[src/rtl/core/crcbr_pkg.sv]
`timescale 1ns / 1ps
// ----------------------------------------------------------------------------
// crcbr_pkg
// Shared constants and helpers for the reflected-input CRC-16 unit.
// ----------------------------------------------------------------------------
package crcbr_pkg;

   localparam int unsigned CrcWidth  = 16;
   localparam int unsigned ByteWidth = 8;

   localparam logic [CrcWidth-1:0] CrcInit = 16'hFFFF;
   localparam logic [CrcWidth-1:0] CrcTop  = 16'h8000;
   localparam logic [CrcWidth-1:0] CrcPoly = 16'h1021;

   // reverse the bit order of one byte
   function automatic logic [ByteWidth-1:0] rev8(input logic [ByteWidth-1:0] v);
      logic [ByteWidth-1:0] r;
      for (int i = 0; i < ByteWidth; i++) begin
         r[i] = v[ByteWidth-1-i];
      end
      return r;
   endfunction

endpackage

[src/rtl/core/crcbr_fold.sv]
`timescale 1ns / 1ps
// ----------------------------------------------------------------------------
// crcbr_fold
// Folds one reflected byte into the CRC register (poly 0x1021, msb first)
// and forms the per-byte reflected result word.
// ----------------------------------------------------------------------------
module crcbr_fold
   import crcbr_pkg::*;
(
   input  logic [CrcWidth-1:0]  crc_cur,
   input  logic [ByteWidth-1:0] data_byte,
   output logic [CrcWidth-1:0]  crc_next,
   output logic [CrcWidth-1:0]  crc_result
);

   // eight unrolled shift/xor steps
   always_comb begin
      logic [CrcWidth-1:0] c;
      c = crc_cur ^ {rev8(data_byte), {ByteWidth{1'b0}}};
      for (int i = 0; i < ByteWidth; i++) begin
         if ((c & CrcTop) != '0) begin
            c = {c[CrcWidth-2:0], 1'b0} ^ CrcPoly;
         end else begin
            c = {c[CrcWidth-2:0], 1'b0};
         end
      end
      crc_next = c;
   end

   // each byte reflected in place, no byte swap
   assign crc_result = {rev8(crc_next[CrcWidth-1:ByteWidth]),
                        rev8(crc_next[ByteWidth-1:0])};

endmodule

[src/rtl/core/crc16_ccitt_bit_reversed_bytes_unit.sv]
`timescale 1ns / 1ps
// ----------------------------------------------------------------------------
// crc16_ccitt_bit_reversed_bytes_unit
// CRC-16 (0x1021, init 0xFFFF) over reflected message bytes; one result per
// message with each result byte reflected in place.
//
//   channel  dir  tdata                 tlast
//   req      in   [7:0] data_byte       last_byte
//   rsp      out  [15:0] crc_value      -
//
// One byte per cycle unless a last byte waits on a stalled result; the
// 8-step fold is a single xor network between the input register and the
// crc/result registers. The last byte is registered in the input register,
// then in the result register, whose valid bit drives rsp_tvalid.
// Reset (synchronous) empties both stages and loads the crc with 0xFFFF.
// A stalled result holds the last byte of the next message in the input
// register; other bytes keep flowing while the result waits.
// ----------------------------------------------------------------------------
module crc16_ccitt_bit_reversed_bytes_unit
   import crcbr_pkg::*;
(
   input  logic                 clock,
   input  logic                 reset,
   input  logic                 req_tvalid,
   output logic                 req_tready,
   input  logic [ByteWidth-1:0] req_tdata,   // [7:0] data_byte
   input  logic                 req_tlast,   // last_byte
   output logic                 rsp_tvalid,
   input  logic                 rsp_tready,
   output logic [CrcWidth-1:0]  rsp_tdata    // [15:0] crc_value
);

   logic                 in_valid_ff, in_valid_in;
   logic [ByteWidth-1:0] in_byte_ff;
   logic                 in_last_ff;
   logic [CrcWidth-1:0]  crc_ff, crc_in;
   logic                 out_valid_ff, out_valid_in;
   logic [CrcWidth-1:0]  out_crc_ff;
   logic [CrcWidth-1:0]  crc_next;
   logic [CrcWidth-1:0]  crc_result;
   logic                 out_free;
   logic                 advance;

   // fold network
   crcbr_fold u_fold (
      .crc_cur    (crc_ff),
      .data_byte  (in_byte_ff),
      .crc_next   (crc_next),
      .crc_result (crc_result)
   );

   // stage control
   assign out_free   = !out_valid_ff || rsp_tready;
   assign advance    = in_valid_ff && (!in_last_ff || out_free);
   assign req_tready = !in_valid_ff || advance;

   assign in_valid_in  = (req_tvalid && req_tready) || (in_valid_ff && !advance);
   assign out_valid_in = (advance && in_last_ff) || (out_valid_ff && !rsp_tready);

   always_comb begin
      crc_in = crc_ff;
      if (advance) begin
         crc_in = in_last_ff ? CrcInit : crc_next;
      end
   end

   // control registers
   always_ff @(posedge clock) begin
      if (reset) begin
         in_valid_ff  <= 1'b0;
         out_valid_ff <= 1'b0;
         crc_ff       <= CrcInit;
      end else begin
         in_valid_ff  <= in_valid_in;
         out_valid_ff <= out_valid_in;
         crc_ff       <= crc_in;
      end
   end

   // payload registers
   always_ff @(posedge clock) begin
      if (req_tvalid && req_tready) begin
         in_byte_ff <= req_tdata;
         in_last_ff <= req_tlast;
      end
      if (advance && in_last_ff) begin
         out_crc_ff <= crc_result;
      end
   end

   assign rsp_tvalid = out_valid_ff;
   assign rsp_tdata  = out_crc_ff;

`ifndef SYNTH
   // crc starts each message from the init value
   a_reset_init: assert property (@(posedge clock) reset |=> crc_ff == CrcInit)
      else $error("crc not initialized after reset");

   a_last_reinit: assert property (@(posedge clock) disable iff (reset)
      (advance && in_last_ff) |=> (crc_ff == CrcInit && rsp_tvalid))
      else $error("last byte did not produce result and reinit");

   // a blocked last byte must wait in the input register
   a_last_held: assert property (@(posedge clock) disable iff (reset)
      (in_valid_ff && in_last_ff && out_valid_ff && !rsp_tready)
      |=> (in_valid_ff && $stable(crc_ff)))
      else $error("last byte lost while result stalled");
`endif

endmodule
[config.mk]
export PLATFORM = sky130hd
export DESIGN_NAME = crc16_ccitt_bit_reversed_bytes_unit
export DESIGN_NICKNAME = d
export VERILOG_FILES = /design/src/rtl/core/crcbr_pkg.sv /design/src/rtl/core/crcbr_fold.sv /design/src/rtl/core/crc16_ccitt_bit_reversed_bytes_unit.sv
export SDC_FILE = /design/constraint.sdc
export NUM_CORES = 1
export LEC_CHECK = 0
export BUFFER_PORTS_ARGS = -buffer_cell sky130_fd_sc_hd__clkbuf_2
export CORE_ASPECT_RATIO = 1.5
export CORE_MARGIN = 2
export CORE_UTILIZATION = 54
export DETAILED_ROUTE_END_ITERATION = 12
export PLACE_DENSITY = 0.88
export SLEW_MARGIN = 20
export SYNTH_ARGS = -nofsm -noshare
export SYNTH_HDL_FRONTEND = slang
export SYNTH_SLANG_ARGS = --single-unit
[constraint.sdc]
create_clock -name clock -period 2.1 [get_ports clock]
set_input_delay 0.42 -clock clock [delete_from_list [all_inputs] [get_ports clock]]
set_output_delay 0.42 -clock clock [all_outputs]
set_load 0.05 [all_outputs]
==> results summary, run 1 <==
The run finished with clean final reports. The critical path in this run is classified as flop to output port. For this run, the total global-route usage over all layers was measured as 0.184.

The number of global-route vias before repair is approximately 1100. The synthesis-to-layout area growth came out at 19.0%. The count of buffers from port buffering came out at 30.

STA puts the critical path data arrival time at approximately 1300 ps. On the final layout, the worst hold slack is between 200 and 300 ps. The number of nets in the synthesized netlist is 140. The worst-case vdd ir drop is 0.668 mV.

The die is between 70 and 80 um tall. The fraction of layout instances using a drive strength above 1 is 0.315. After layout, the minimum clock period comes to about 1700 ps.

The per-cell via count in the routed design came out at roughly 5.2. The maximum fanout along the worst path is 3. The number of antenna diodes in the final layout is 0. The final cycle utilization of the critical path is 0.803. The post-route DRC violation count is 0. The power density over the cells came out at around 980 nW/um2. Across all layers, the routed design uses roughly 1100 vias.

At the end of the flow, the number of nets in the layout was ~180. The slowest cell on the critical path is sky130_fd_sc_hd__dfxtp_1. The clock-pin slew on the worst setup and hold paths came out at approximately 70 ps. The number of placement rows came out at 25. The relative slew slack is 0.585. The register area share after synthesis came out at 0.640. The initial antenna violation count came out at 0. The pin count of the biggest net entering global routing is 21. In this run the most critical hold path is launched from req_tdata[2].

A synthesized cell averages around 14 um2. The die boundary width came out at around 50 um. Setup repair after global routing left no endpoint under its margin. The worst clock skew came out at 4.07 ps. The min-delay analysis places its worst path in the category input port to flop. The synthesized netlist contains 24 unique library cells.

The endpoint required time on the critical path is between 1500 and 2000 ps. In the post-synthesis netlist, the biggest area contributors are sky130_fd_sc_hd__edfxtp_1 43%, sky130_fd_sc_hd__dfxtp_1 21%, sky130_fd_sc_hd__o211ai_1 5.2%, sky130_fd_sc_hd__xnor2_2 4.7%, sky130_fd_sc_hd__xnor2_1 4.5%. STA classifies the critical path endpoint as an output port.

The number of gates given a new drive strength after cts is 0. In this run, the number of DRC markers left after iteration 0 of detailed routing was 32. The TritonCTS sink count is 43.

The post-synth design cell area is approximately 1700 um2. The synthesized instance count is 127. The filler cells instantiated in the layout total ~230.

The number of max-capacitance violations reported came out at 0. The number of H-tree levels came out at 2. The biggest area contributor in the post-synthesis netlist is sky130_fd_sc_hd__edfxtp_1. The overall power of the completed layout is about 2.0 mW. The maximum achievable frequency is approximately 590 MHz.

The floorplan core area is between 3000 and 4000 um2. Walking the worst path, the cells encountered are nor2b_1 -> nand3_1 -> clkbuf_2. The maximum buffer depth of the clock tree is 2.

The number of nets with antenna violations after routing came out at 0. The number of buffers and inverters on the critical path is 1. The count of hold buffers inserted by post-cts repair came out at 0. The count of boundary I/O pins came out at 31. The Yosys step of the flow raised 0 warnings. The weighted congestion at the end of routability-driven global placement came out at approximately 0.76.

Wires add up to 2.91 mm. The worst register-to-register path begins at in_byte_ff[3]. The fraction of the core area covered by cells at the end of the flow came out at 0.661. The placed wire-length estimate came out at around 2.2 mm.

The critical path launch point is rsp_tvalid. The kind of cell with the highest combined delay along the critical path is simple AND/OR/NAND/NOR gates. The first global-routing pass estimated around 4.8 mm of wire.

The initial utilization of the core area, before any placement, comes to 0.555. The analysis attributes to cell leakage a power of approximately 0.90 nW. The post-synthesis register bit count came out at 43. The root buffer cell is sky130_fd_sc_hd__clkbuf_8. The number of clock buffers inserted by TritonCTS came out at 5. The clock latency on the worst-skew pair is about 290 ps. The highest cell delay on the worst timing path came out at approximately 350 ps. The area share of the largest cell type after synthesis is 0.432. The count of endpoints failing hold in the final timing report came out at 0. The die footprint is between 3000 and 4000 um2. The total negative slack came out at 0 ps. The first-pass iteration count of the detailed router came out at 4.

The wire length per cell after detailed routing came out at between 10 and 15 um. STA classifies the critical path startpoint as a flop. The final number of setup-violating endpoints came out at 0. The setup fix buffers added after clock tree synthesis is 0.

The final-report max-slew violation count came out at 0. The aggregate global routing overflow is 0. At the pin with the least slew margin, the transition time is just over 600 ps. TritonCTS built the clock tree.
==> flip-flops by register name, indices dropped and copies added (netlist names) <==
register and cells:
in_valid_ff 1, rsp_tvalid 1, in_byte_ff 8, rsp_tdata 16
in_last_ff 1, crc_ff 16
==> synth_stat cells <==
cell type and n:
sky130_fd_sc_hd__xnor2_1 9, sky130_fd_sc_hd__nor2_1 1, sky130_fd_sc_hd__a21oi_1 2, sky130_fd_sc_hd__xnor3_1 2, sky130_fd_sc_hd__xnor3_2 1, sky130_fd_sc_hd__o21ai_4 1, sky130_fd_sc_hd__xor2_1 6, sky130_fd_sc_hd__o211ai_1 12
sky130_fd_sc_hd__dfxtp_1 18, sky130_fd_sc_hd__inv_2 1, sky130_fd_sc_hd__nor2_2 1, sky130_fd_sc_hd__nand2_1 17, sky130_fd_sc_hd__mux2i_1 4, sky130_fd_sc_hd__xnor2_2 5, sky130_fd_sc_hd__inv_1 10, sky130_fd_sc_hd__clkbuf_1 1
sky130_fd_sc_hd__buf_2 2, sky130_fd_sc_hd__xor2_2 1, sky130_fd_sc_hd__edfxtp_1 25, sky130_fd_sc_hd__a31oi_1 1, sky130_fd_sc_hd__nand3_1 4, sky130_fd_sc_hd__nand2b_1 1, sky130_fd_sc_hd__buf_1 1, sky130_fd_sc_hd__nor2b_1 1
==> per-layer routing <==
metal / global-route usage / vias up / wire length (um)
met2: 0.339 / 33 / 1600
met4: 0.0961 / 0 / 93
met1: 0.171 / 505 / 1070
met5: 0 / - / 0
met3: 0.0732 / 10 / 141
li1: - / 516 / -
==> worst paths after layout <==
kind / end / cells after the start / slack [ps]
hold reg to reg: crc_ff[11] / 2 / 500
setup reg to reg: crc_ff[5] / 4 / 510
setup / recovery: req_tready / 3 / 410
hold / removal: in_byte_ff[2] / 1 / 300
==> logic make-up (layout without fill, tap and decap cells) <==
family / after synthesis / count (layout) / share of synthesized area
compound gates: 16 / 16 / 0.0706
xor+xnor: 24 / 24 / 0.171
flops: 43 / 43 / 0.640
buf+inv: 15 / 53 / 0.0339
simple gates: 25 / 25 / 0.0612
mux: 4 / 4 / 0.0231
==> worst register-to-register path, stage by stage (launching register included) <==
cell	delay, ps
sky130_fd_sc_hd__edfxtp_1	420
sky130_fd_sc_hd__xnor2_2	330
sky130_fd_sc_hd__xnor3_2	500
sky130_fd_sc_hd__mux2i_1	140
sky130_fd_sc_hd__nand2_1	70
==> cell type report <==
cell class | count | area [um2] | area share
Clock inverter | 2 | 35.0 | 0.0169
Clock buffer | 6 | 82.6 | 0.0400
Timing Repair Buffer | 34 | 180 | 0.0872
Tap cell | 40 | 50.0 | 0.0242
Multi-Input combinational cell | 69 | 567 | 0.274
Sequential cell | 43 | 1110 | 0.538
Inverter | 11 | 41.3 | 0.0200
==> cell usage in the layout (no fill, tap or decap) <==
cell | Yosys | layout
sky130_fd_sc_hd__edfxtp_1 | 25 | 25
sky130_fd_sc_hd__inv_2 | 1 | 1
sky130_fd_sc_hd__nor2b_1 | 1 | 1
sky130_fd_sc_hd__nor2_1 | 1 | 1
sky130_fd_sc_hd__xnor2_2 | 5 | 5
sky130_fd_sc_hd__nand2_1 | 17 | 17
sky130_fd_sc_hd__clkbuf_8 | 0 | 6
sky130_fd_sc_hd__inv_1 | 10 | 10
sky130_fd_sc_hd__a31oi_1 | 1 | 1
sky130_fd_sc_hd__clkinv_2 | 0 | 1
sky130_fd_sc_hd__clkbuf_2 | 0 | 30
sky130_fd_sc_hd__o21ai_4 | 1 | 1
sky130_fd_sc_hd__xor2_2 | 1 | 1
sky130_fd_sc_hd__dfxtp_1 | 18 | 18
sky130_fd_sc_hd__mux2i_1 | 4 | 4
sky130_fd_sc_hd__o211ai_1 | 12 | 12
sky130_fd_sc_hd__nand2b_1 | 1 | 1
sky130_fd_sc_hd__nor2_2 | 1 | 1
sky130_fd_sc_hd__xnor3_1 | 2 | 2
sky130_fd_sc_hd__xor2_1 | 6 | 6
sky130_fd_sc_hd__xnor2_1 | 9 | 9
sky130_fd_sc_hd__bufinv_16 | 0 | 1
sky130_fd_sc_hd__a21oi_1 | 2 | 2
sky130_fd_sc_hd__buf_4 | 0 | 4
sky130_fd_sc_hd__nand3_1 | 4 | 4
sky130_fd_sc_hd__xnor3_2 | 1 | 1
==> stage by stage <==
stage	cell area, um2	setup WS, ps	instances
after floorplan	1740	78.1	127
after global placement	1950	456	197
after detailed placement	1950	374	197
after CTS	2070	382	205
after global routing	2070	318	205
final	2070	414	205
==> power by group <==
part           switching [mW]  leakage, nW  internal, mW
registers              0.0343        0.383         0.975
clock network           0.264       0.0612         0.384
logic                   0.228        0.460         0.147
Power figures use the tool's default switching activity.
==> run 2, diff against run 1 <==
clock period = 1.6 ns   (was 2.1 ns; I/O delays follow)
==> results summary, run 2 (synthesized netlist as in run 1, its figures left out) <==
Summed over all layers, the routed wires come to about 3.0 mm. Clock-pin slew was measured on the worst setup and hold paths at 70 ps. The worst clock skew came out at between 7 and 8 ps. The repair_antennas step left the layout with diodes totalling 0. The y dimension of the die came out at between 70 and 80 um. The maximum achievable frequency is about 650 MHz.

The critical path in this run is classified as flop to flop. For this run the aggregate overflow at the end of global routing stands at 0. The fraction of layout instances using a drive strength above 1 came out at 0.349. The count of endpoints failing hold in the final timing report is 0.

The total of fill cells in the finished design is approximately 240. The final layout net count came out at 184. For this configuration, the core starts out at a cell density of 0.555.

The overall fraction of global-route tracks in use is 0.186. The run finished with clean final reports. The clock reaches the later pin of the worst-skew pair after ~290 ps.

The initial antenna violation count came to 0. The final-report max-slew violation count is 0. The CTS tree is yes. The worst setup slack after layout came out at ~65 ps. Prior to clock tree synthesis, the placed netlist has a worst setup slack of -13.5 ps. The number of placement rows is 25. The overall power of the completed layout came out at roughly 2.6 mW. The relative slew slack came out at 0.386.

The synthesis-to-layout area growth is 22.4%. Leaving out fill and tap cells, the most frequent cell in the layout is sky130_fd_sc_hd__clkbuf_2. Of the available clock period, the critical path in the final layout requires 0.960.

The area of the multi-input gates came out at between 500 and 600 um2. Registers take around 1100 um2. Summing all placed instances gives a cell area of just over 2000 um2. The first-pass GRT wire length is 4.92 mm.

Setup repair after global routing could not meet its margin everywhere. Across the VDD grid, the largest voltage drop is approximately 0.83 mV. The maximum buffer depth of the clock tree is 2. The post-layout instance area is around 2100 um2.

After detailed placement, the design holds a cell count of a little over 200. The cell leakage power came out at between 0.9 and 1 nW. The type of destination of the critical path is a flop. For this run, design rule violations remaining after detail routing come to 0. The power density over the cells came out at between 1000 and 1500 nW/um2. Entering global routing, the biggest net connects 26 pins.

The setup fix buffers added after clock tree synthesis came out at 0. The number of nets with antenna violations after routing came out at 0. The min-delay analysis places its worst path in the category input port to flop. Measured in cells, the most critical reg-to-reg path has a length of 4. The count of boundary I/O pins is 31. The TritonCTS sink count came out at 43.

The endpoint required time on the critical path came out at roughly 1800 ps. The count of hold buffers inserted by post-cts repair is 0. The number of gates given a new drive strength after cts came out at 0.

The maximum fanout along the worst path came out at 4. STA classifies the critical path startpoint as a flop. The number of clock buffers inserted by TritonCTS came out at 5.

The number of global-route vias before repair is ~1100. The number of H-tree levels came out at 2. The per-cell via count in the routed design is around 5.1. The top cell types in the final layout, fill and taps aside, are 29 x sky130_fd_sc_hd__clkbuf_2, 25 x sky130_fd_sc_hd__edfxtp_1, 17 x sky130_fd_sc_hd__nand2_1, 17 x sky130_fd_sc_hd__dfxtp_1, 12 x sky130_fd_sc_hd__o211ai_1. The die boundary width came out at just over 50 um. The count of buffers from port buffering came out at 30. Max-cap violations in this run came to 0. Along the worst hold path, the cell count comes to 1. The routed design could run at a clock period as short as 1540 ps. The number of vias in the routed layout is between 1000 and 1500. The data arrival time of the critical path is roughly 1700 ps.

The placed wire-length estimate came out at about 2.3 mm. The worst hold slack after final layout is 200 ps. The slew at the pin closest to its max-slew limit is 916 ps.

The first-pass iteration count of the detailed router came out at 4. The wire length per cell after detailed routing came out at between 10 and 15 um. The final number of setup-violating endpoints is 0.

The floorplan core area came out at between 3000 and 4000 um2. The root buffer cell is sky130_fd_sc_hd__clkbuf_8. The number of DRC markers after the initial detailed-route iteration is 11. The floorplan step defined a die boundary enclosing ~3700 um2. The non-filler instance count after layout is about 210.

The weighted congestion at the end of routability-driven global placement came out at 0.816.
-- run 2: final cells by class --
cell class | count | area share
sequential | 43 | 0.523
multi-input combinational | 69 | 0.270
timing repair buffer | 41 | 0.117
tap | 40 | 0.0235
clock buffer | 8 | 0.0471
inverter | 11 | 0.0194
-- run 2: power breakdown --
group	internal (mW)	total (mW)	switching, mW
clock network	0.393	0.730	0.336
logic	0.223	0.532	0.309
registers	1.28	1.32	0.0423
-- run 2: final timing paths --
| path | from | end | slack [ps] |
|---|---|---|---|
| setup / recovery | in_byte_ff[2] | crc_ff[6] | 60 |
| hold / removal | req_tdata[5] | in_byte_ff[5] | 200 |
| setup reg to reg | in_byte_ff[2] | crc_ff[6] | 60 |
| hold reg to reg | crc_ff[4] | crc_ff[4] | 500 |
-- run 2: routing by layer --
| layer | up-vias | share of wire | track usage |
|---|---|---|---|
| met2 | 32 | 0.56 | 0.351 |
| met5 | - | 0 | 0 |
| li1 | 529 | - | - |
| met1 | 509 | 0.37 | 0.181 |
| met3 | 9 | 0.040 | 0.0366 |
| met4 | 0 | 0.031 | 0.117 |
-- run 2: stage by stage --
stage | utilization | setup TNS, ps
6_report | 0.680 | 0
5_1_grt | 0.680 | -237
4_1_cts | 0.677 | 0
3_5_place_dp | 0.645 | -42.5
3_3_place_gp | 0.645 | 0
2_1_floorplan | - | 0
-- run 2: worst max-delay path, cell delays in order, from the launching register on --
cell and delay [ps]:
sky130_fd_sc_hd__edfxtp_1 410, sky130_fd_sc_hd__xnor2_2 290, sky130_fd_sc_hd__xnor3_1 490, sky130_fd_sc_hd__mux2i_1 150
sky130_fd_sc_hd__nand2_1 70
